## src/sv/uvs_pkg.sv

```systemverilog
// Shared types, constants and helper function of the UV sphere tessellator.
`default_nettype none
package uvs_pkg;

   localparam int GRID_MAX      = 256;
   localparam int FRACTION_BITS = 15;
   localparam int NRM_SHIFT     = 30 - FRACTION_BITS;
   localparam int TERMS         = 6;
   localparam int TERM_W        = $clog2(TERMS);
   localparam int DIV_STEPS     = 17;
   localparam int STAGE_STEPS   = 6;
   localparam int LAST_STEPS    = DIV_STEPS - 2 * STAGE_STEPS;
   localparam int QUEUE_DEPTH   = 2;

   localparam logic [31:0] PI_Q30 = 32'd3373259426;

   // reciprocal multipliers ceil(2^k / d) for the series term divisors
   localparam logic [30:0] SIN_RECIP [TERMS] = '{
      31'(((64'd1 << 33) + 64'd5)   / 64'd6),
      31'(((64'd1 << 35) + 64'd19)  / 64'd20),
      31'(((64'd1 << 36) + 64'd41)  / 64'd42),
      31'(((64'd1 << 37) + 64'd71)  / 64'd72),
      31'(((64'd1 << 37) + 64'd109) / 64'd110),
      31'(((64'd1 << 38) + 64'd155) / 64'd156)
   };
   localparam int SIN_SHIFT [TERMS] = '{33, 35, 36, 37, 37, 38};

   localparam logic [30:0] COS_RECIP [TERMS] = '{
      31'(((64'd1 << 31) + 64'd1)   / 64'd2),
      31'(((64'd1 << 34) + 64'd11)  / 64'd12),
      31'(((64'd1 << 35) + 64'd29)  / 64'd30),
      31'(((64'd1 << 36) + 64'd55)  / 64'd56),
      31'(((64'd1 << 37) + 64'd89)  / 64'd90),
      31'(((64'd1 << 38) + 64'd131) / 64'd132)
   };
   localparam int COS_SHIFT [TERMS] = '{31, 34, 35, 36, 37, 38};

   localparam logic [1:0] KIND_POS = 2'd0;
   localparam logic [1:0] KIND_NRM = 2'd1;
   localparam logic [1:0] KIND_TRI = 2'd2;

   localparam logic [1:0] OUT_POS   = 2'd0;
   localparam logic [1:0] OUT_NRM   = 2'd1;
   localparam logic [1:0] OUT_TRI_A = 2'd2;
   localparam logic [1:0] OUT_TRI_B = 2'd3;

   localparam logic [1:0] CSR_RING_COUNT   = 2'd0;
   localparam logic [1:0] CSR_SECTOR_COUNT = 2'd1;
   localparam logic [1:0] CSR_RADIUS       = 2'd2;

   typedef struct packed {
      logic [7:0]  rem;
      logic [16:0] num;
      logic [16:0] quo;
   } uvs_div_type;

   typedef struct packed {
      logic [16:0] tex_u;
      logic [16:0] tex_v;
      logic [15:0] i00;
      logic [15:0] i01;
      logic [15:0] i10;
      logic [15:0] i11;
      logic        tris;
   } uvs_item_type;

   typedef struct packed {
      logic [16:0] pos_x;
      logic [16:0] pos_y;
      logic [16:0] pos_z;
      logic [16:0] nrm_x;
      logic [16:0] nrm_y;
      logic [16:0] nrm_z;
      logic [16:0] tex_u;
      logic [16:0] tex_v;
      logic [15:0] i00;
      logic [15:0] i01;
      logic [15:0] i10;
      logic [15:0] i11;
      logic        tris;
   } uvs_result_type;

   typedef enum logic [2:0] {
      BK_IDLE,
      BK_ANGLE,
      BK_SQUARE,
      BK_MUL,
      BK_DIV,
      BK_NORM,
      BK_SCALE
   } uvs_back_state_type;

   function automatic logic [8:0] clamp_count(input logic [8:0] c);
      if (c < 9'd2) begin
         return 9'd2;
      end
      if (c > 9'(GRID_MAX)) begin
         return 9'(GRID_MAX);
      end
      return c;
   endfunction

endpackage
`default_nettype wire

```

## src/sv/uvs_queue.sv

```systemverilog
// Short item queue between the front end and the back end.
`default_nettype none
module uvs_queue (
   input  wire logic                  clock,
   input  wire logic                  reset,
   input  wire uvs_pkg::uvs_item_type in_item,
   input  wire logic                  in_valid,
   output logic                       in_ready,
   output uvs_pkg::uvs_item_type      out_item,
   output logic                       out_valid,
   input  wire logic                  out_ready
);

   localparam int PTR_W = $clog2(uvs_pkg::QUEUE_DEPTH);
   localparam int CNT_W = $clog2(uvs_pkg::QUEUE_DEPTH + 1);

   uvs_pkg::uvs_item_type mem_ff [uvs_pkg::QUEUE_DEPTH];
   logic [PTR_W-1:0] wr_ptr_ff, rd_ptr_ff;
   logic [CNT_W-1:0] count_ff;
   logic             push, pop;

   assign in_ready  = count_ff < CNT_W'(uvs_pkg::QUEUE_DEPTH);
   assign out_valid = count_ff != '0;
   assign push      = in_valid && in_ready;
   assign pop       = out_valid && out_ready;
   assign out_item  = mem_ff[rd_ptr_ff];

   always_ff @(posedge clock) begin
      if (reset) begin
         wr_ptr_ff <= '0;
         rd_ptr_ff <= '0;
         count_ff  <= '0;
      end else begin
         if (push) begin
            wr_ptr_ff <= wr_ptr_ff + PTR_W'(1);
         end
         if (pop) begin
            rd_ptr_ff <= rd_ptr_ff + PTR_W'(1);
         end
         if (push && !pop) begin
            count_ff <= count_ff + CNT_W'(1);
         end else if (pop && !push) begin
            count_ff <= count_ff - CNT_W'(1);
         end
      end
   end

   always_ff @(posedge clock) begin
      if (push) begin
         mem_ff[wr_ptr_ff] <= in_item;
      end
   end

endmodule
`default_nettype wire

```

## config.mk

```make
export PLATFORM = sky130hd
export DESIGN_NAME = uvs_queue
export DESIGN_NICKNAME = d
export VERILOG_FILES = /design/src/sv/uvs_pkg.sv /design/src/sv/uvs_queue.sv
export SDC_FILE = /design/constraint.sdc
export NUM_CORES = 1
export LEC_CHECK = 0
export ABC_AREA = 0
export CORE_ASPECT_RATIO = 0.6
export CORE_MARGIN = 2
export CORE_UTILIZATION = 39
export DETAILED_ROUTE_END_ITERATION = 6
export DONT_BUFFER_PORTS = 1
export SLEW_MARGIN = 5
export SYNTH_ARGS = -nofsm -noshare
export SYNTH_HDL_FRONTEND = slang
export SYNTH_SLANG_ARGS = --single-unit
```

## constraint.sdc

```tcl
create_clock -name clock -period 7.9 [get_ports clock]
set_clock_uncertainty 0.05 [all_clocks]
set_input_delay 0.79 -clock clock [delete_from_list [all_inputs] [get_ports clock]]
set_output_delay 0.79 -clock clock [all_outputs]
set_load 0.02 [all_outputs]
```

==> flow_summary.toml <==
[placement]
io_buffers = 0
place_congestion = 0.7209
dp_cells = 563
hpwl_um = 8470

[layout]
final_common_cell = "edfxtp_1"
drive_gt1_share_pct = 37.64
regArea_um2 = 6050
diodes = 0
nets = 448
final_cell_mix = "198 x edfxtp_1, 89 x mux2_2, 19 x clkbuf_16, 10 x mux2_4"
multiInputGateArea_um2 = 1271
area_delta_synth_final_pct = 12.15
fillers = 1508
final_cells = 596

[synth]
syn_area_um2 = 7385
syn_area_per_cell_um2 = 22.31
ys_types = 17
ys_warn_count = 0
synth_seq_cells = 203
synthesis.nets = 435
synth_cells = 331
yosysSeqAreaShare_pct = 81.87

[timing]
fin_crit_ns = 3.334
clock.fmax_ghz = 0.2999
tightest_slew_ns = 1.130
hold_viol_final = 0
slew_viol_final = 0
rsz0062_at_grt = "false"
fin_tns_setup_ns = 0
finalSetupViolations = 0
finalCritPeriodShare_pct = 42.21
slew_headroom_pct = 24.70

[outcome]
outcome = "completed"

[critical_path]
crit_chain = "buf_4, mux2_2"
crit_family = "flip-flops"
worst-path-buf-inv = 1
worstPathMaxFanout = 54
ff2ff_path_depth = 3
r2r_slack_ns = 5.26
start_kind = "flop"
cp_data_required_time_ns = 7.06
reg2reg_from = "count_ff[1]$_SDFFE_PP0P_"
end_kind = "output pin"
critPathKind = "flop to output pin"
cpMaxStageDelayCell = "dfxtp_4"
cpPeakStageDelay_ns = 0.75
crit_arrival_ns = 2.49
r2r-end = "mem_ff[0][6]$_DFFE_PP_"

[die]
die_y_um = 110.6
initial_core_util_pct = 40.34
ios = 204
row_count = 38
coreArea_um2 = 18310
die_w_um = 181.6
die_area_um2 = 20090

[min_path]
hp-class = "input pin to flop"
hp-start = "reset"
holdPathStages = 1

[clock_network]
clk_pin_slew_ns = 0.06
numCtsBuffers = 19
cts_hold_buf = 0
root_buffer = "clkbuf_16"
cts_setup_buffers = 0
clockBufferDepth = 3
cts_num_sinks = 203
ctsHtreeMaxLevel = 1
cts_tree = "built"
clk_latency_ns = 0.47
cts_resized = 0

[grt]
gr-usage-all-layers_pct = 12.35
grt_start_max_net_pins = 82
grt_pass1_vias = 3187
overflow = 0
grt_pass1_wl_um = 19020
grt_antenna_before_repair = 0

[routing]
first_pass_iters = 4
drtIter0Drc = 144
route.vias.total = 3011
ant_nets = 0
drcViolationCount = 0
routedWlPerCell_um = 21.77
drt-total-wl_um = 12970
routed_via_density = 5.052

[power]
peakVddDrop_uv = 292.8
cellPowerDensity_nw_per_um2 = 371.5
p_leak_uw = 0.002665

[job]
cap_violations = 0
final cells by class:
class                   instances  share of cell area [%]
well taps                     240                   3.626
flip-flops and latches        203                   73.05
multi-input cells             116                   15.35
clock buffers                  24                   6.209
repair buffers                  3                  0.2719
clock inverters                 9                   1.450
inverters                       1                 0.04532
per-layer routing:
layer  wire [um]  vias up  GRT usage, %
met4         262        0         3.035
met2        5547      150         18.62
li1            -     1326             -
met5           0        -             0
met1        4912     1514         13.64
met3        2248       21         9.631
stage by stage:
step	hold slack, ns	utilization [%]	total power, uW	worst slack, ns	instance area (um2)
floorplan	0.4225	-	2095	1.845	7385
global placement	0.4343	41.78	2175	4.877	7647
detailed placement	0.4670	41.78	2194	4.797	7647
CTS	0.3005	45.24	3125	4.481	8282
global route	0.2971	45.24	3207	4.396	8282
finish	0.3225	45.24	3076	4.566	8282
Yosys cell counts:
cell	instances	area share, %
and2_1	1	0.085
mux2_4	10	2.0
o21ai_0	2	0.14
a21oi_1	1	0.068
xnor2_1	1	0.12
or3_1	1	0.085
buf_6	3	0.46
dfxtp_1	5	1.4
ha_1	1	0.17
or2_2	1	0.085
inv_1	1	0.051
nor2_1	4	0.20
nor2b_1	2	0.17
mux2_2	89	14
buf_2	8	0.54
xor2_1	3	0.36
edfxtp_1	198	81
state kept, by name, summed over array words and instances, names as in the netlist, named ones only:
name	count
mem_ff	198
count_ff	2
rd_ptr_ff	1
wr_ptr_ff	1
cells by family (layout without fill, tap and decap cells):
kind of cell             Yosys count  after routing  share of synthesized area (%)
buffers and inverters             12             37                          1.050
XOR/XNOR                           4              4                         0.4745
AND/OR/NAND/NOR                    9              9                         0.6270
multiplexers                      99             99                          15.60
adder cells (fa/ha/maj)            1              1                         0.1694
AO/OA/AOI/OAI                      3              3                         0.2033
flip-flops                       203            203                          81.87
worst max path at each step:
stage / end / slack (ns) / cells after the start
3_3_place_gp: mem_ff[0][45]$_DFFE_PP_ / 4.88 / 3
3_5_place_dp: mem_ff[0][43]$_DFFE_PP_ / 4.80 / 3
6_report: out_item[9] / 4.57 / 2
4_1_cts: out_item[80] / 4.48 / 2
5_1_grt: out_item[80] / 4.40 / 2
2_1_floorplan: mem_ff[0][0]$_DFFE_PP_ / 1.84 / 2
power breakdown:
part	switching, uW	internal [uW]
Sequential	69.5	1390
Combinational	476	222
Clock	360	558
Note: power is estimated with default switching activity, not from simulation.
