===== src/sv/uvs_pkg.sv =====
// Shared types, constants and helper function of the UV sphere tessellator.
`default_nettype none
package uvs_pkg;

   localparam int GRID_MAX      = 256;
   localparam int FRACTION_BITS = 15;
   localparam int NRM_SHIFT     = 30 - FRACTION_BITS;
   localparam int TERMS         = 6;
   localparam int TERM_W        = $clog2(TERMS);
   localparam int DIV_STEPS     = 17;
   localparam int STAGE_STEPS   = 6;
   localparam int LAST_STEPS    = DIV_STEPS - 2 * STAGE_STEPS;
   localparam int QUEUE_DEPTH   = 2;

   localparam logic [31:0] PI_Q30 = 32'd3373259426;

   // reciprocal multipliers ceil(2^k / d) for the series term divisors
   localparam logic [30:0] SIN_RECIP [TERMS] = '{
      31'(((64'd1 << 33) + 64'd5)   / 64'd6),
      31'(((64'd1 << 35) + 64'd19)  / 64'd20),
      31'(((64'd1 << 36) + 64'd41)  / 64'd42),
      31'(((64'd1 << 37) + 64'd71)  / 64'd72),
      31'(((64'd1 << 37) + 64'd109) / 64'd110),
      31'(((64'd1 << 38) + 64'd155) / 64'd156)
   };
   localparam int SIN_SHIFT [TERMS] = '{33, 35, 36, 37, 37, 38};

   localparam logic [30:0] COS_RECIP [TERMS] = '{
      31'(((64'd1 << 31) + 64'd1)   / 64'd2),
      31'(((64'd1 << 34) + 64'd11)  / 64'd12),
      31'(((64'd1 << 35) + 64'd29)  / 64'd30),
      31'(((64'd1 << 36) + 64'd55)  / 64'd56),
      31'(((64'd1 << 37) + 64'd89)  / 64'd90),
      31'(((64'd1 << 38) + 64'd131) / 64'd132)
   };
   localparam int COS_SHIFT [TERMS] = '{31, 34, 35, 36, 37, 38};

   localparam logic [1:0] KIND_POS = 2'd0;
   localparam logic [1:0] KIND_NRM = 2'd1;
   localparam logic [1:0] KIND_TRI = 2'd2;

   localparam logic [1:0] OUT_POS   = 2'd0;
   localparam logic [1:0] OUT_NRM   = 2'd1;
   localparam logic [1:0] OUT_TRI_A = 2'd2;
   localparam logic [1:0] OUT_TRI_B = 2'd3;

   localparam logic [1:0] CSR_RING_COUNT   = 2'd0;
   localparam logic [1:0] CSR_SECTOR_COUNT = 2'd1;
   localparam logic [1:0] CSR_RADIUS       = 2'd2;

   typedef struct packed {
      logic [7:0]  rem;
      logic [16:0] num;
      logic [16:0] quo;
   } uvs_div_type;

   typedef struct packed {
      logic [16:0] tex_u;
      logic [16:0] tex_v;
      logic [15:0] i00;
      logic [15:0] i01;
      logic [15:0] i10;
      logic [15:0] i11;
      logic        tris;
   } uvs_item_type;

   typedef struct packed {
      logic [16:0] pos_x;
      logic [16:0] pos_y;
      logic [16:0] pos_z;
      logic [16:0] nrm_x;
      logic [16:0] nrm_y;
      logic [16:0] nrm_z;
      logic [16:0] tex_u;
      logic [16:0] tex_v;
      logic [15:0] i00;
      logic [15:0] i01;
      logic [15:0] i10;
      logic [15:0] i11;
      logic        tris;
   } uvs_result_type;

   typedef enum logic [2:0] {
      BK_IDLE,
      BK_ANGLE,
      BK_SQUARE,
      BK_MUL,
      BK_DIV,
      BK_NORM,
      BK_SCALE
   } uvs_back_state_type;

   function automatic logic [8:0] clamp_count(input logic [8:0] c);
      if (c < 9'd2) begin
         return 9'd2;
      end
      if (c > 9'(GRID_MAX)) begin
         return 9'(GRID_MAX);
      end
      return c;
   endfunction

endpackage
`default_nettype wire


===== src/sv/uvs_emit.sv =====
// Result register and serializer onto the result stream.
`default_nettype none
module uvs_emit (
   input  wire logic                    clock,
   input  wire logic                    reset,
   input  wire uvs_pkg::uvs_result_type res,
   input  wire logic                    res_valid,
   output logic                         res_ready,
   output logic                         rsp_tvalid,
   input  wire logic                    rsp_tready,
   output logic [135:0]                 rsp_tdata,
   output logic [1:0]                   rsp_tuser,
   output logic                         rsp_tlast
);

   uvs_pkg::uvs_result_type hold_ff;
   logic                    busy_ff;
   logic [1:0]              idx_ff;
   logic                    fire, last_step;
   logic [16:0]             cx, cy, cz, tu, tv;
   logic [15:0]             ca, cb, cc;

   assign fire      = busy_ff && rsp_tready;
   assign last_step = hold_ff.tris ? (idx_ff == uvs_pkg::OUT_TRI_B)
                                   : (idx_ff == uvs_pkg::OUT_NRM);
   assign res_ready = !busy_ff || (fire && last_step);

   always_ff @(posedge clock) begin
      if (reset) begin
         busy_ff <= 1'b0;
         idx_ff  <= uvs_pkg::OUT_POS;
      end else if (res_valid && res_ready) begin
         busy_ff <= 1'b1;
         idx_ff  <= uvs_pkg::OUT_POS;
      end else if (fire) begin
         if (last_step) begin
            busy_ff <= 1'b0;
         end else begin
            idx_ff <= idx_ff + 2'd1;
         end
      end
   end

   always_ff @(posedge clock) begin
      if (res_valid && res_ready) begin
         hold_ff <= res;
      end
   end

   always_comb begin
      rsp_tuser = uvs_pkg::KIND_POS;
      rsp_tlast = 1'b0;
      cx = '0; cy = '0; cz = '0; tu = '0; tv = '0;
      ca = '0; cb = '0; cc = '0;
      case (idx_ff)
         uvs_pkg::OUT_POS: begin
            rsp_tuser = uvs_pkg::KIND_POS;
            cx = hold_ff.pos_x; cy = hold_ff.pos_y; cz = hold_ff.pos_z;
            tu = hold_ff.tex_u; tv = hold_ff.tex_v;
         end
         uvs_pkg::OUT_NRM: begin
            rsp_tuser = uvs_pkg::KIND_NRM;
            cx = hold_ff.nrm_x; cy = hold_ff.nrm_y; cz = hold_ff.nrm_z;
            rsp_tlast = !hold_ff.tris;
         end
         uvs_pkg::OUT_TRI_A: begin
            rsp_tuser = uvs_pkg::KIND_TRI;
            ca = hold_ff.i00; cb = hold_ff.i11; cc = hold_ff.i01;
         end
         uvs_pkg::OUT_TRI_B: begin
            rsp_tuser = uvs_pkg::KIND_TRI;
            ca = hold_ff.i11; cb = hold_ff.i00; cc = hold_ff.i10;
            rsp_tlast = 1'b1;
         end
         default: begin
            rsp_tuser = uvs_pkg::KIND_POS;
         end
      endcase
      rsp_tdata  = {3'b0, cc, cb, ca, tv, tu, cz, cy, cx};
      rsp_tvalid = busy_ff;
   end

endmodule
`default_nettype wire


===== config.mk =====
export PLATFORM = sky130hd
export DESIGN_NAME = uvs_emit
export DESIGN_NICKNAME = d
export VERILOG_FILES = /design/src/sv/uvs_pkg.sv /design/src/sv/uvs_emit.sv
export SDC_FILE = /design/constraint.sdc
export NUM_CORES = 1
export LEC_CHECK = 0
export ABC_AREA = 1
export BUFFER_PORTS_ARGS = -buffer_cell sky130_fd_sc_hd__buf_4
export CAP_MARGIN = 10
export CORE_AREA = 2 2 135 137
export CTS_CLUSTER_DIAMETER = 80
export DETAILED_ROUTE_END_ITERATION = 10
export DIE_AREA = 0 0 137 139
export PLACE_DENSITY = 0.86
export RECOVER_POWER = 25
export SYNTH_ARGS = -nofsm -noshare
export SYNTH_HDL_FRONTEND = slang
export SYNTH_SLANG_ARGS = --single-unit

===== constraint.sdc =====
create_clock -name clock -period 6.2 [get_ports clock]
set_clock_uncertainty 0.05 [all_clocks]
set_input_delay 0.31 -clock clock [delete_from_list [all_inputs] [get_ports clock]]
set_output_delay 0.31 -clock clock [all_outputs]
set_load 0.01 [all_outputs]

==> metrics.txt <==
status complete, no violations; final hold vios 0; Final Max Slew Viols 0; Int Power 2.59 mW; area grow syn2layout 70.4%; clock power share 0.362; CP Max Fanout 114; Post CTS Setup Buffer Count 0; Clock Latency Late Sink slightly below 500 ps; crit path kind reg -> reg; CTS Hold Bufs 202; worst r2r src idx_ff[1]; Root Driver clkbuf_16; Psw 0.735 mW; RSZ-0062 raised after global routing no; fin crit period 3430 ps; GPL Wtd Cong roughly 0.83; post-DR vias/cell about 5.0; CTS clk-pin slew, worst paths 60 ps; I/O pins 346; Initial Util 0.433; Final Instance Area 0.0130 mm²; first-pass iteration count of the detailed router 6; Yosys warnings 0; sw frac 0.221; Final period util 0.553; Port Buffers around 340; Combinational Power Share 0.142; post-DR wirelength/cell 19.1 µm; Yosys cell types 19; critical path startpoint category flip-flop; FF-to-FF path depth 7; final wirelength 24.1 mm; share of cells above drive strength 1 0.362; clk buf depth 3; max_cap viols 0; DRC 0; vias in the first global route about 6,700; Leak 5.64 nW; global-route wire length before repair 35.3 mm; Hold Crit Class in -> reg; via count roughly 6,300; post-DP HPWL 12.8 mm; Netlist Area Pre-Place approximately 0.0076 mm²; Die Ht 139 µm; Slew HR 0.251; worst slew pin tran 1120 ps; # setup viols final 0; H-tree depth 1; Iter 0 DRT Violations 324; TritonCTS clock tree built; crit path to hold_ff[156]; Die X 137 µm; sequential-to-total area share from yosys stat 0.797; initial antenna violation count 1; Area after DPL 0.0104 mm²; worst path arrival time ~3500 ps; Post-Synthesis Cells 474; Total GRT Usage 0.245; row cnt 49; die area about 0.019 mm²; IR drop worst, VDD 0.000228 V; Core Box Area 0.0177 mm²; cts bufs inserted 21; crit end category flip-flop; most frequent cells in the layout buf_4, dlygate4sd3_1, edfxtp_1, clkbuf_4, inv_1; setup_tns 0 ps; Syn Area/Cell 16.1 µm²; largest net degree at the start of global routing 115; reg-to-reg setup timing slack 2770 ps; total chip power between 3 and 4 mW; PostCTS Resize Cnt 0; Reg power frac 0.495; commonest non-fill, non-tap cell in the layout buf_4; PD cells 256 mW/mm²; Final #Nets 1,226; crit path launch idx_ff[1]; #FFs+latches synth 204; Sink Count 204; remaining antenna violation count 0; global route overflow 0; Max Freq 292 MHz; Reg-to-Reg End hold_ff[156]; WP data required 6280 ps
==> critical path, cell delays in order, from the launching register on <==
cell and delay (ps):
dfxtp_1 330, inv_1 110, ha_2 920, nand2_2 140, nand3_1 130, nand3_1 170, inv_6 680, buf_12 470
==> registers in the layout, indices dropped and copies added, names as in the netlist <==
register	cells
rsp_tvalid	1
idx_ff	2
hold_ff	201
==> area by class of cell <==
class | instances | area (µm²)
inverters | 79 | 304
clock buffers | 28 | 552
diodes | 1 | 2.50
multi-input cells | 164 | 1090
repair buffers | 546 | 4600
well taps | 229 | 287
fillers | 998 | 4630
flip-flops and latches | 204 | 6100
clock inverters | 8 | 93.8
==> synth_stat cells (all sizes together) <==
cell type  number  area (µm²)
nor2            2        7.51
a22o           67         587
a21oi           1        5.00
o22ai          32         200
edfxtp        201        6040
buf            28         169
clkbuf          1        5.00
ha              5        62.6
o21ai           1        5.00
conb            1        3.75
nand2          48         183
inv            79         299
dfxtp           3        60.1
nand3           5        25.0
==> per-stage QoR <==
| stage | cells | hold WS, ps | util | setup slack, ps |
|---|---|---|---|---|
| 2_1_floorplan | 476 | 359 | - | 790 |
| 4_1_cts | 1258 | 32.2 | 0.739 | 2660 |
| 5_1_grt | 1259 | 73.6 | 0.738 | 2400 |
| 3_3_place_gp | 1020 | 438 | 0.587 | 2730 |
| 3_5_place_dp | 1020 | 439 | 0.587 | 2660 |
| 6_report | 1259 | 44.9 | 0.738 | 2770 |
==> worst min path at each step <==
stage | slack [ps] | start | depth (start not counted) | end
global placement | 440 | res[49] | 1 | hold_ff[49]
floorplan | 360 | res[0] | 0 | hold_ff[0]
global route | 70 | reset | 4 | rsp_tvalid
detailed placement | 440 | res[79] | 1 | hold_ff[79]
CTS | 30 | reset | 4 | rsp_tvalid
finish | 40 | reset | 4 | rsp_tvalid
==> power groups by stage <==
| stage | Combinational, mW | Sequential [mW] | Clock, mW |
|---|---|---|---|
| 2_1_floorplan | 0.144 | 1.68 | 0 |
| 3_3_place_gp | 0.349 | 1.67 | 0 |
| 3_5_place_dp | 0.357 | 1.67 | 0 |
| 4_1_cts | 0.466 | 1.64 | 1.22 |
| 5_1_grt | 0.503 | 1.65 | 1.27 |
| 6_report | 0.474 | 1.65 | 1.21 |
==> per-layer routing <==
layer  up-vias  GRT usage  wire (µm)
li1       2828          -          -
met1      3012      0.268       8470
met2       367      0.447      12800
met3        68     0.0614       1920
met4         0     0.0960        915
met5         -          0          0
==> logic make-up after synthesis <==
family / count (synthesis) / share of synthesized area
AO/OA/AOI/OAI: 101 / 0.104
AND/OR/NAND/NOR: 55 / 0.0281
buffers and inverters: 108 / 0.0618
adder cells (fa/ha/maj): 5 / 0.00818
other: 1 / 0.000490
flip-flops: 204 / 0.797
Power figures use the tool's default switching activity.
