<file path="src/sv/uvs_pkg.sv">
// Shared types, constants and helper function of the UV sphere tessellator.
`default_nettype none
package uvs_pkg;

   localparam int GRID_MAX      = 256;
   localparam int FRACTION_BITS = 15;
   localparam int NRM_SHIFT     = 30 - FRACTION_BITS;
   localparam int TERMS         = 6;
   localparam int TERM_W        = $clog2(TERMS);
   localparam int DIV_STEPS     = 17;
   localparam int STAGE_STEPS   = 6;
   localparam int LAST_STEPS    = DIV_STEPS - 2 * STAGE_STEPS;
   localparam int QUEUE_DEPTH   = 2;

   localparam logic [31:0] PI_Q30 = 32'd3373259426;

   // reciprocal multipliers ceil(2^k / d) for the series term divisors
   localparam logic [30:0] SIN_RECIP [TERMS] = '{
      31'(((64'd1 << 33) + 64'd5)   / 64'd6),
      31'(((64'd1 << 35) + 64'd19)  / 64'd20),
      31'(((64'd1 << 36) + 64'd41)  / 64'd42),
      31'(((64'd1 << 37) + 64'd71)  / 64'd72),
      31'(((64'd1 << 37) + 64'd109) / 64'd110),
      31'(((64'd1 << 38) + 64'd155) / 64'd156)
   };
   localparam int SIN_SHIFT [TERMS] = '{33, 35, 36, 37, 37, 38};

   localparam logic [30:0] COS_RECIP [TERMS] = '{
      31'(((64'd1 << 31) + 64'd1)   / 64'd2),
      31'(((64'd1 << 34) + 64'd11)  / 64'd12),
      31'(((64'd1 << 35) + 64'd29)  / 64'd30),
      31'(((64'd1 << 36) + 64'd55)  / 64'd56),
      31'(((64'd1 << 37) + 64'd89)  / 64'd90),
      31'(((64'd1 << 38) + 64'd131) / 64'd132)
   };
   localparam int COS_SHIFT [TERMS] = '{31, 34, 35, 36, 37, 38};

   localparam logic [1:0] KIND_POS = 2'd0;
   localparam logic [1:0] KIND_NRM = 2'd1;
   localparam logic [1:0] KIND_TRI = 2'd2;

   localparam logic [1:0] OUT_POS   = 2'd0;
   localparam logic [1:0] OUT_NRM   = 2'd1;
   localparam logic [1:0] OUT_TRI_A = 2'd2;
   localparam logic [1:0] OUT_TRI_B = 2'd3;

   localparam logic [1:0] CSR_RING_COUNT   = 2'd0;
   localparam logic [1:0] CSR_SECTOR_COUNT = 2'd1;
   localparam logic [1:0] CSR_RADIUS       = 2'd2;

   typedef struct packed {
      logic [7:0]  rem;
      logic [16:0] num;
      logic [16:0] quo;
   } uvs_div_type;

   typedef struct packed {
      logic [16:0] tex_u;
      logic [16:0] tex_v;
      logic [15:0] i00;
      logic [15:0] i01;
      logic [15:0] i10;
      logic [15:0] i11;
      logic        tris;
   } uvs_item_type;

   typedef struct packed {
      logic [16:0] pos_x;
      logic [16:0] pos_y;
      logic [16:0] pos_z;
      logic [16:0] nrm_x;
      logic [16:0] nrm_y;
      logic [16:0] nrm_z;
      logic [16:0] tex_u;
      logic [16:0] tex_v;
      logic [15:0] i00;
      logic [15:0] i01;
      logic [15:0] i10;
      logic [15:0] i11;
      logic        tris;
   } uvs_result_type;

   typedef enum logic [2:0] {
      BK_IDLE,
      BK_ANGLE,
      BK_SQUARE,
      BK_MUL,
      BK_DIV,
      BK_NORM,
      BK_SCALE
   } uvs_back_state_type;

   function automatic logic [8:0] clamp_count(input logic [8:0] c);
      if (c < 9'd2) begin
         return 9'd2;
      end
      if (c > 9'(GRID_MAX)) begin
         return 9'(GRID_MAX);
      end
      return c;
   endfunction

endpackage
`default_nettype wire

</file>
<file path="src/sv/uvs_front.sv">
// Front end: range check, triangle indices and pipelined u/v division.
`default_nettype none
module uvs_front (
   input  wire logic                clock,
   input  wire logic                reset,
   input  wire logic                req_tvalid,
   output logic                     req_tready,
   input  wire logic [15:0]         req_tdata,   // ring_index, sector_index
   input  wire logic [8:0]          ring_count,
   input  wire logic [8:0]          sector_count,
   output uvs_pkg::uvs_item_type    item,
   output logic                     item_valid,
   input  wire logic                item_ready
);

   function automatic uvs_pkg::uvs_div_type div_step(input uvs_pkg::uvs_div_type st,
                                                     input logic [7:0] d);
      logic [8:0]           t;
      logic                 ge;
      uvs_pkg::uvs_div_type nx;
      t  = {st.rem, st.num[16]};
      ge = t >= {1'b0, d};
      nx.rem = ge ? 8'(t - {1'b0, d}) : t[7:0];
      nx.num = {st.num[15:0], 1'b0};
      nx.quo = {st.quo[15:0], ge};
      return nx;
   endfunction

   logic [8:0]  rc, sc;
   logic [7:0]  r, s, du, dv;
   logic [23:0] nu, nv;
   logic        in_grid, en;
   logic [16:0] prod;
   uvs_pkg::uvs_item_type pay;
   uvs_pkg::uvs_div_type  a_u, a_v, b_u, b_v, c_u, c_v;

   logic                  s1_v_ff, s2_v_ff, s3_v_ff;
   uvs_pkg::uvs_div_type  s1_u_ff, s1_w_ff, s2_u_ff, s2_w_ff;
   logic [7:0]            s1_du_ff, s1_dv_ff, s2_du_ff, s2_dv_ff;
   uvs_pkg::uvs_item_type s1_pay_ff, s2_pay_ff, s3_item_ff;
   uvs_pkg::uvs_item_type s3_item_in;

   always_comb begin
      rc = uvs_pkg::clamp_count(ring_count);
      sc = uvs_pkg::clamp_count(sector_count);
      r  = req_tdata[7:0];
      s  = req_tdata[15:8];
      in_grid = ({1'b0, r} < rc) && ({1'b0, s} < sc);
      du = 8'(sc - 9'd1);
      dv = 8'(rc - 9'd1);
      nu = {s, 16'b0} + {17'b0, du[7:1]};
      nv = {r, 16'b0} + {17'b0, dv[7:1]};
      a_u.rem = {1'b0, nu[23:17]};
      a_u.num = nu[16:0];
      a_u.quo = '0;
      a_v.rem = {1'b0, nv[23:17]};
      a_v.num = nv[16:0];
      a_v.quo = '0;
      for (int i = 0; i < uvs_pkg::STAGE_STEPS; i++) begin
         a_u = div_step(a_u, du);
         a_v = div_step(a_v, dv);
      end
      prod     = r * sc;
      pay.i00  = 16'(prod + {9'b0, s});
      pay.i01  = pay.i00 + 16'd1;
      pay.i10  = pay.i00 + {7'b0, sc};
      pay.i11  = pay.i10 + 16'd1;
      pay.tris = ({1'b0, r} < rc - 9'd1) && ({1'b0, s} < sc - 9'd1);
      pay.tex_u = '0;
      pay.tex_v = '0;
      b_u = s1_u_ff;
      b_v = s1_w_ff;
      for (int i = 0; i < uvs_pkg::STAGE_STEPS; i++) begin
         b_u = div_step(b_u, s1_du_ff);
         b_v = div_step(b_v, s1_dv_ff);
      end
      c_u = s2_u_ff;
      c_v = s2_w_ff;
      for (int i = 0; i < uvs_pkg::LAST_STEPS; i++) begin
         c_u = div_step(c_u, s2_du_ff);
         c_v = div_step(c_v, s2_dv_ff);
      end
      s3_item_in       = s2_pay_ff;
      s3_item_in.tex_u = c_u.quo;
      s3_item_in.tex_v = c_v.quo;
   end

   assign en         = !s3_v_ff || item_ready;
   assign req_tready = en;
   assign item       = s3_item_ff;
   assign item_valid = s3_v_ff;

   always_ff @(posedge clock) begin
      if (reset) begin
         s1_v_ff <= 1'b0;
         s2_v_ff <= 1'b0;
         s3_v_ff <= 1'b0;
      end else if (en) begin
         s1_v_ff <= req_tvalid && in_grid;
         s2_v_ff <= s1_v_ff;
         s3_v_ff <= s2_v_ff;
      end
   end

   always_ff @(posedge clock) begin
      if (en) begin
         s1_u_ff    <= a_u;
         s1_w_ff    <= a_v;
         s1_du_ff   <= du;
         s1_dv_ff   <= dv;
         s1_pay_ff  <= pay;
         s2_u_ff    <= b_u;
         s2_w_ff    <= b_v;
         s2_du_ff   <= s1_du_ff;
         s2_dv_ff   <= s1_dv_ff;
         s2_pay_ff  <= s1_pay_ff;
         s3_item_ff <= s3_item_in;
      end
   end

endmodule
`default_nettype wire

</file>
<file path="config.mk">
export PLATFORM = sky130hd
export DESIGN_NAME = uvs_front
export DESIGN_NICKNAME = d
export VERILOG_FILES = /design/src/sv/uvs_pkg.sv /design/src/sv/uvs_front.sv
export SDC_FILE = /design/constraint.sdc
export NUM_CORES = 1
export LEC_CHECK = 0
export ABC_AREA = 1
export BUFFER_PORTS_ARGS = -buffer_cell sky130_fd_sc_hd__buf_2
export CAP_MARGIN = 20
export CORE_MARGIN = 8
export CORE_UTILIZATION = 55
export CTS_BUF_LIST = sky130_fd_sc_hd__clkbuf_8
export DETAILED_ROUTE_END_ITERATION = 10
export GPL_ROUTABILITY_DRIVEN = 0
export PLACE_DENSITY_LB_ADDON = 0.12
export RECOVER_POWER = 100
export SETUP_SLACK_MARGIN = 0.02
export SKIP_CTS_REPAIR_TIMING = 1
export SYNTH_ARGS = -nofsm -noshare
export SYNTH_HDL_FRONTEND = slang
export SYNTH_SLANG_ARGS = --single-unit
</file>
<file path="constraint.sdc">
create_clock -name clock -period 16.65 [get_ports clock]
set_input_delay 0.8325 -clock clock [delete_from_list [all_inputs] [get_ports clock]]
set_output_delay 0.8325 -clock clock [all_outputs]
set_load 0.03 [all_outputs]
</file>
==> results of run 1 <==
## metrics by stage
| step | cell area, um2 | hold slack, ns | util | setup slack, ns |
|---|---|---|---|---|
| detailed placement | 28300 | 0.405 | 0.581 | 1.91 |
| global placement | 28300 | 0.401 | 0.581 | 2.56 |
| CTS | 29400 | 0.327 | 0.604 | 2.59 |
| floorplan | 26900 | 0.400 | - | 4.22 |
| global route | 29100 | 0.346 | 0.599 | 0.472 |
| finish | 29100 | 0.379 | 0.599 | 1.77 |
## synthesized netlist by cell type (all sizes together), types with 8 or more instances
cell type,count
nor4,15
o21ai,202
nand3,136
inv,459
xnor2,62
nand2,614
nand3b,8
nand4,38
a21oi,210
or2,31
fa,66
a211oi,12
clkbuf,13
edfxtp,329
nor3,24
nor2,206
buf,16
o21bai,42
xor2,160
ha,319
## final cells by class
type | count | area [um2] | share of cell area
inverters | 464 | 1760 | 0.0605
clock buffers | 58 | 798 | 0.0274
repair buffers | 143 | 586 | 0.0201
flip-flops and latches | 332 | 9940 | 0.341
well taps | 622 | 778 | 0.0267
multi-input cells | 2205 | 15000 | 0.513
diodes | 2 | 5.00 | 0.000172
clock inverters | 44 | 302 | 0.0104
## critical path: cells and delay by family
family / cells / cell delay (ns)
AO/OA/AOI/OAI: 37 / 6.76
XOR/XNOR: 1 / 0.22
adder cells (fa/ha/maj): 7 / 2.37
buffers and inverters: 12 / 2.35
AND/OR/NAND/NOR: 27 / 2.69
## cell usage in the layout, fill, tap and decap left out, types with 8 or more instances in the layout
cell type  synthesis  routed
a211oi_1          12      12
a21oi_1          203     204
buf_2              3      33
clkbuf_1          13     108
clkbuf_8           0      58
clkinv_1           1      15
edfxtp_1         329     329
fa_1              66      66
ha_1             319     319
inv_1            440     462
inv_2             16       9
nand2_1          589     599
nand2_2           19      10
nand3_1          120     123
nand3_2           11       8
nand3b_1           8       8
nand4_1           38      38
nor2_1           192     197
nor3_1            23      24
nor4_1            15      15
o21ai_0          166     175
o21ai_1           25      20
o21bai_1          40      40
or2_2             29      29
xnor2_1           62      62
xor2_1           160     160
## logic make-up (layout without fill, tap and decap cells)
| logic type | count (synthesis) | in the layout | synth area share |
|---|---|---|---|
| AO/OA/AOI/OAI | 513 | 513 | 0.109 |
| multiplexers | 1 | 1 | 0.000418 |
| adder cells (fa/ha/maj) | 385 | 385 | 0.197 |
| buffers and inverters | 493 | 709 | 0.0713 |
| flip-flops | 332 | 332 | 0.369 |
| AND/OR/NAND/NOR | 1084 | 1084 | 0.180 |
| XOR/XNOR | 222 | 222 | 0.0722 |
| other | 0 | 2 | 0 |
## path summary, 6_finish.rpt
path                           start                    end  cells past startpoint  slack, ns
min                            reset   s1_v_ff$_SDFFE_PP0P_                      2       0.38
max                  sector_count[8]  s1_u_ff[39]$_DFFE_PP_                     84       1.77
min reg2reg  s2_pay_ff[43]$_DFFE_PP_     item[43]$_DFFE_PP_                      0       0.40
max reg2reg    s1_du_ff[2]$_DFFE_PP_  s2_u_ff[34]$_DFFE_PP_                     82       2.35
## metal layers
metal	wire length (um)	vias up	global-route usage
met1	27900	9925	0.286
met5	39	-	0
met4	2760	6	0.0949
met2	29300	692	0.376
li1	-	10600	-
met3	4510	171	0.0449
## state kept, by name (all words and copies together) (netlist names), 9 cells and up
name	flops
c_v	12
item	99
s1_pay_ff	65
s2_pay_ff	65
s1_u_ff	9
c_u	12
==> out/metrics.csv, run 1 <==
stage;metric;value;unit
outcome;status;complete, but fails checks;
outcome;failing checks;max-capacitance violations, max-slew violations;
flow_run;Max-Cap Viols;4;
logic_synthesis;Seq cells post-synth;332;
logic_synthesis;Post-synth EDFFs;329;
detailed_routing;Via Count;21400;
floorplan;Chip Height;237;um
detailed_routing;number of vias per cell;5.52;
sta;final setup violation count;0;
worst_setup_path;crit path max fanout;15;
layout;fillers;4273;
logic_synthesis;Seq/Total Area, Yosys;0.369;
worst_hold_path;Worst Hold Class;in2reg;
sta;setup TNS;0;ns
sta;Final period util;0.894;
floorplan;top-level port count;139;
logic_synthesis;Synth top area share;0.367;
worst_setup_path;WP data arrival;15.28;ns
clock_tree;clock slew at reported path FFs;0.06;ns
worst_setup_path;critical setup path kind;in2reg;
logic_synthesis;Post-Syn Instances;3030;
sta;Max-slew headroom;-2.71;
logic_synthesis;syn avg cell area;8.89;um2
grt;remaining global-route overflow;0;
clock_tree;clk root buf;clkbuf_8;
layout;share of layout cells above drive strength 1;0.0641;
clock_tree;clock sink count;332;
worst_setup_path;slowest CP cell;clkbuf_1;
clock_tree;CTS tree;yes;
floorplan;Die X;237;um
grt;largest net degree at the start of global routing;131;
detailed_routing;Starting DRT DRC Count;1381;
grt;first-pass GRT wire length;105000;um
floorplan;starting density of the core;0.553;
logic_synthesis;commonest register cell after synthesis;edfxtp_1;
worst_setup_path;CP dominant cell by count;a21oi_1;
floorplan;Core Region;48600;um2
placement;port bufs;138;
detailed_routing;first-pass detailed-route iteration total;6;
sta;Worst-Margin Slew;5.54;ns
detailed_routing;post-route ant nets;0;
sta;Slew Limit Fails;339;
detailed_routing;WL per Instance;16.7;um
placement;Placed Instances;3766;
logic_synthesis;mapped cell area;26900;um2
grt;antenna violations before repair;5;
floorplan;die area;56300;um2
logic_synthesis;area leader, netlist;edfxtp_1;
clock_tree;CTS buffer count;57;
worst_setup_path;Setup crit end kind;flip-flop;
worst_setup_path;CP required;17.05;ns
layout;area grow syn2layout;8.17;%
layout;post-route insts no fill;3870;
grt;number of global-route vias before repair;21200;
sta;final hold vios;0;
layout;Nets;3626;
clock_tree;H-tree levels;2;
sta;fmax;67.2;MHz
placement;Detailed Place HPWL;50500;um
grt;Tot GR Track Use;0.226;
logic_synthesis;YS warnings;0;
logic_synthesis;Syn Nets;3453;
clock_tree;largest buffer count on any clock path;3;
clock_tree;clock insertion delay at the later pin of the skew report;0.64;ns
sta;Final min period;14.88;ns
detailed_routing;Residual DRC;0;
logic_synthesis;top cells by area, synth;edfxtp_1, ha_1, nand2_1, inv_1, xor2_1;
sta;clk_skew;0.0238;ns
worst_setup_path;crit path launch type;primary input;
sta;unrepaired setup endpoints after global routing;no;
floorplan;# rows;81;
worst_setup_path;critical path's largest stage delay;0.58;ns
logic_synthesis;synth unique cells;67;
logic_synthesis;fraction of registers with async set/reset;0;
detailed_routing;WL final;64500;um
Power of run 1 is not shown: default switching activity piles up to over one toggle a cycle in this logic, so the estimate is an artifact.
==> run 2, diff against run 1 <==
--- a/config.mk
+++ b/config.mk
@@ -13,7 +13,8 @@
 export CTS_BUF_LIST = sky130_fd_sc_hd__clkbuf_8
 export DETAILED_ROUTE_END_ITERATION = 10
 export GPL_ROUTABILITY_DRIVEN = 0
-export PLACE_DENSITY_LB_ADDON = 0.12
+export GPL_TIMING_DRIVEN = 0
+export PLACE_DENSITY = 0.73
 export RECOVER_POWER = 100
 export SETUP_SLACK_MARGIN = 0.02
 export SKIP_CTS_REPAIR_TIMING = 1
==> constraint.sdc (replaced) <==
create_clock -name clock -period 14.33 [get_ports clock]
set_input_delay 0.7165 -clock clock [delete_from_list [all_inputs] [get_ports clock]]
set_output_delay 0.7165 -clock clock [all_outputs]
set_load 0.03 [all_outputs]
==> run 2 against run 1 <==
  * The flow still finishes with violations (max-capacitance violations, max-slew violations)
  * Register-to-register slack got worse by 1.3 ns
  * Non-clock buffer count increased by 47
  * Count of clock-buffer cells in the layout down 2
  * Hold slack worse by 0.12 ns
  * Global-route usage decreased by 0.36 points
  * Cell area up 1.9%
  * Clock skew is 0.010 ns higher
  * Setup slack got worse by 0.79 ns
  * Final cell count up 1.2%
  * Die area did not move
==> out/metrics.csv, run 2 (same netlist as run 1, synthesis figures left out) <==
stage;metric;value;unit
clock_tree;H-tree levels;2;
detailed_routing;WL per Instance;16.6;um
clock_tree;clock sink count;332;
clock_tree;clock insertion delay at the later pin of the skew report;0.64;ns
sta;worst hold slack;0.262;ns
floorplan;die area;56300;um2
layout;commonest cells after routing, fill and taps aside;nand2_1, inv_1, edfxtp_1, ha_1, a21oi_1;
layout;Nets;3671;
detailed_routing;Residual DRC;0;
grt;antenna violations before repair;7;
worst_setup_path;worst reg2reg startpoint;s1_dv_ff[2]$_DFFE_PP_;
clock_tree;clk root buf;clkbuf_8;
worst_hold_path;Hold Startpoint;reset;
worst_hold_path;hold depth;2;
layout;Final Cell Area;29700;um2
worst_setup_path;crit path launch type;primary input;
floorplan;Chip Height;237;um
worst_setup_path;critical path's largest stage delay;0.38;ns
layout;commonest non-fill, non-tap cell in the layout;nand2_1;
layout;max reg flops;99;
placement;Placed Instances;3791;
sta;Worst-Margin Slew;7.27;ns
floorplan;starting density of the core;0.553;
worst_setup_path;CP required;14.70;ns
worst_setup_path;slowest CP cell;ha_1;
worst_hold_path;hold-critical path endpoint;item_valid$_SDFFE_PP0P_;
detailed_routing;Via Count;21800;
floorplan;Core Region;48600;um2
detailed_routing;post-route ant nets;0;
clock_tree;CTS tree;yes;
floorplan;# rows;81;
worst_hold_path;Worst Hold Class;in2reg;
placement;Place WS;-0.687;ns
clock_tree;CTS buffer count;55;
sta;clk_skew;0.0340;ns
sta;Final period util;0.931;
outcome;status;complete, but fails checks;
detailed_routing;first-pass detailed-route iteration total;6;
sta;final hold vios;0;
sta;Slew Limit Fails;337;
layout;share of layout cells above drive strength 1;0.0930;
worst_setup_path;WP data arrival;13.72;ns
placement;Detailed Place HPWL;50100;um
worst_setup_path;crit path max fanout;15;
floorplan;top-level port count;139;
detailed_routing;WL final;64900;um
clock_tree;clock slew at reported path FFs;0.05;ns
grt;largest net degree at the start of global routing;142;
clock_tree;largest buffer count on any clock path;3;
layout;post-route insts no fill;3918;
layout;area grow syn2layout;10.2;%
sta;final setup violation count;0;
sta;fmax;74.9;MHz
grt;first-pass GRT wire length;104000;um
sta;Setup WS post-layout;0.983;ns
detailed_routing;number of vias per cell;5.56;
placement;port bufs;137;
detailed_routing;Starting DRT DRC Count;1572;
worst_setup_path;Setup crit end kind;flip-flop;
grt;Tot GR Track Use;0.222;
placement;DP Area;28500;um2
sta;Final min period;13.35;ns
sta;Max-slew headroom;-3.84;
worst_setup_path;r2r setup slk;1.05;ns
worst_setup_path;worst reg2reg path depth;85;
worst_setup_path;R2R Path End;s2_w_ff[39]$_DFFE_PP_;
flow_run;Max-Cap Viols;3;
floorplan;Die X;237;um
worst_setup_path;critical setup path kind;in2reg;
grt;number of global-route vias before repair;21500;
outcome;failing checks;max-capacitance violations, max-slew violations;
grt;remaining global-route overflow;0;
[run 2: worst max-delay path, delay by kind of cell]
family / cells / cell delay [ns]
buf+inv: 11 / 1.31
xor+xnor: 1 / 0.23
simple gates: 31 / 3.22
fa+ha+maj: 6 / 2.07
compound gates: 37 / 6.14
[run 2: routing by layer]
metal / GRT usage / wire length, um / vias up
met5: 0 / 27 / -
met2: 0.373 / 30600 / 693
met3: 0.0431 / 4330 / 184
met4: 0.110 / 2640 / 4
li1: - / - / 10700
met1: 0.273 / 27300 / 10200
[run 2: per-stage QoR]
stage	TNS, ns	utilization
floorplan	0	-
global placement	-2.34	0.584
detailed placement	-9.38	0.585
CTS	-0.982	0.607
global route	-0.0835	0.610
finish	0	0.610
[run 2: how the worst max path moves through the flow]
stage	from	endpoint	slack, ns
2_1_floorplan	sector_count[2]	s1_u_ff[39]$_DFFE_PP_	2.02
3_3_place_gp	sector_count[2]	s1_u_ff[40]$_DFFE_PP_	-0.28
3_5_place_dp	sector_count[2]	s1_u_ff[36]$_DFFE_PP_	-0.69
4_1_cts	sector_count[2]	s1_u_ff[36]$_DFFE_PP_	-0.14
5_1_grt	s1_dv_ff[2]$_DFFE_PP_	s2_w_ff[39]$_DFFE_PP_	-0.05
6_report	sector_count[2]	s1_u_ff[36]$_DFFE_PP_	0.98
[run 2: cell type report]
cell class                      instances  area, um2
Sequential cell                       332       9940
Antenna cell                            5       12.5
Inverter                              464       1770
Fill cell                            4089      19000
Clock inverter                         44        300
Tap cell                              622        778
Timing Repair Buffer                  162        737
Buffer                                 28        156
Clock buffer                           56        771
Multi-Input combinational cell       2205      15200
Power of run 2 is left out for the same reason.
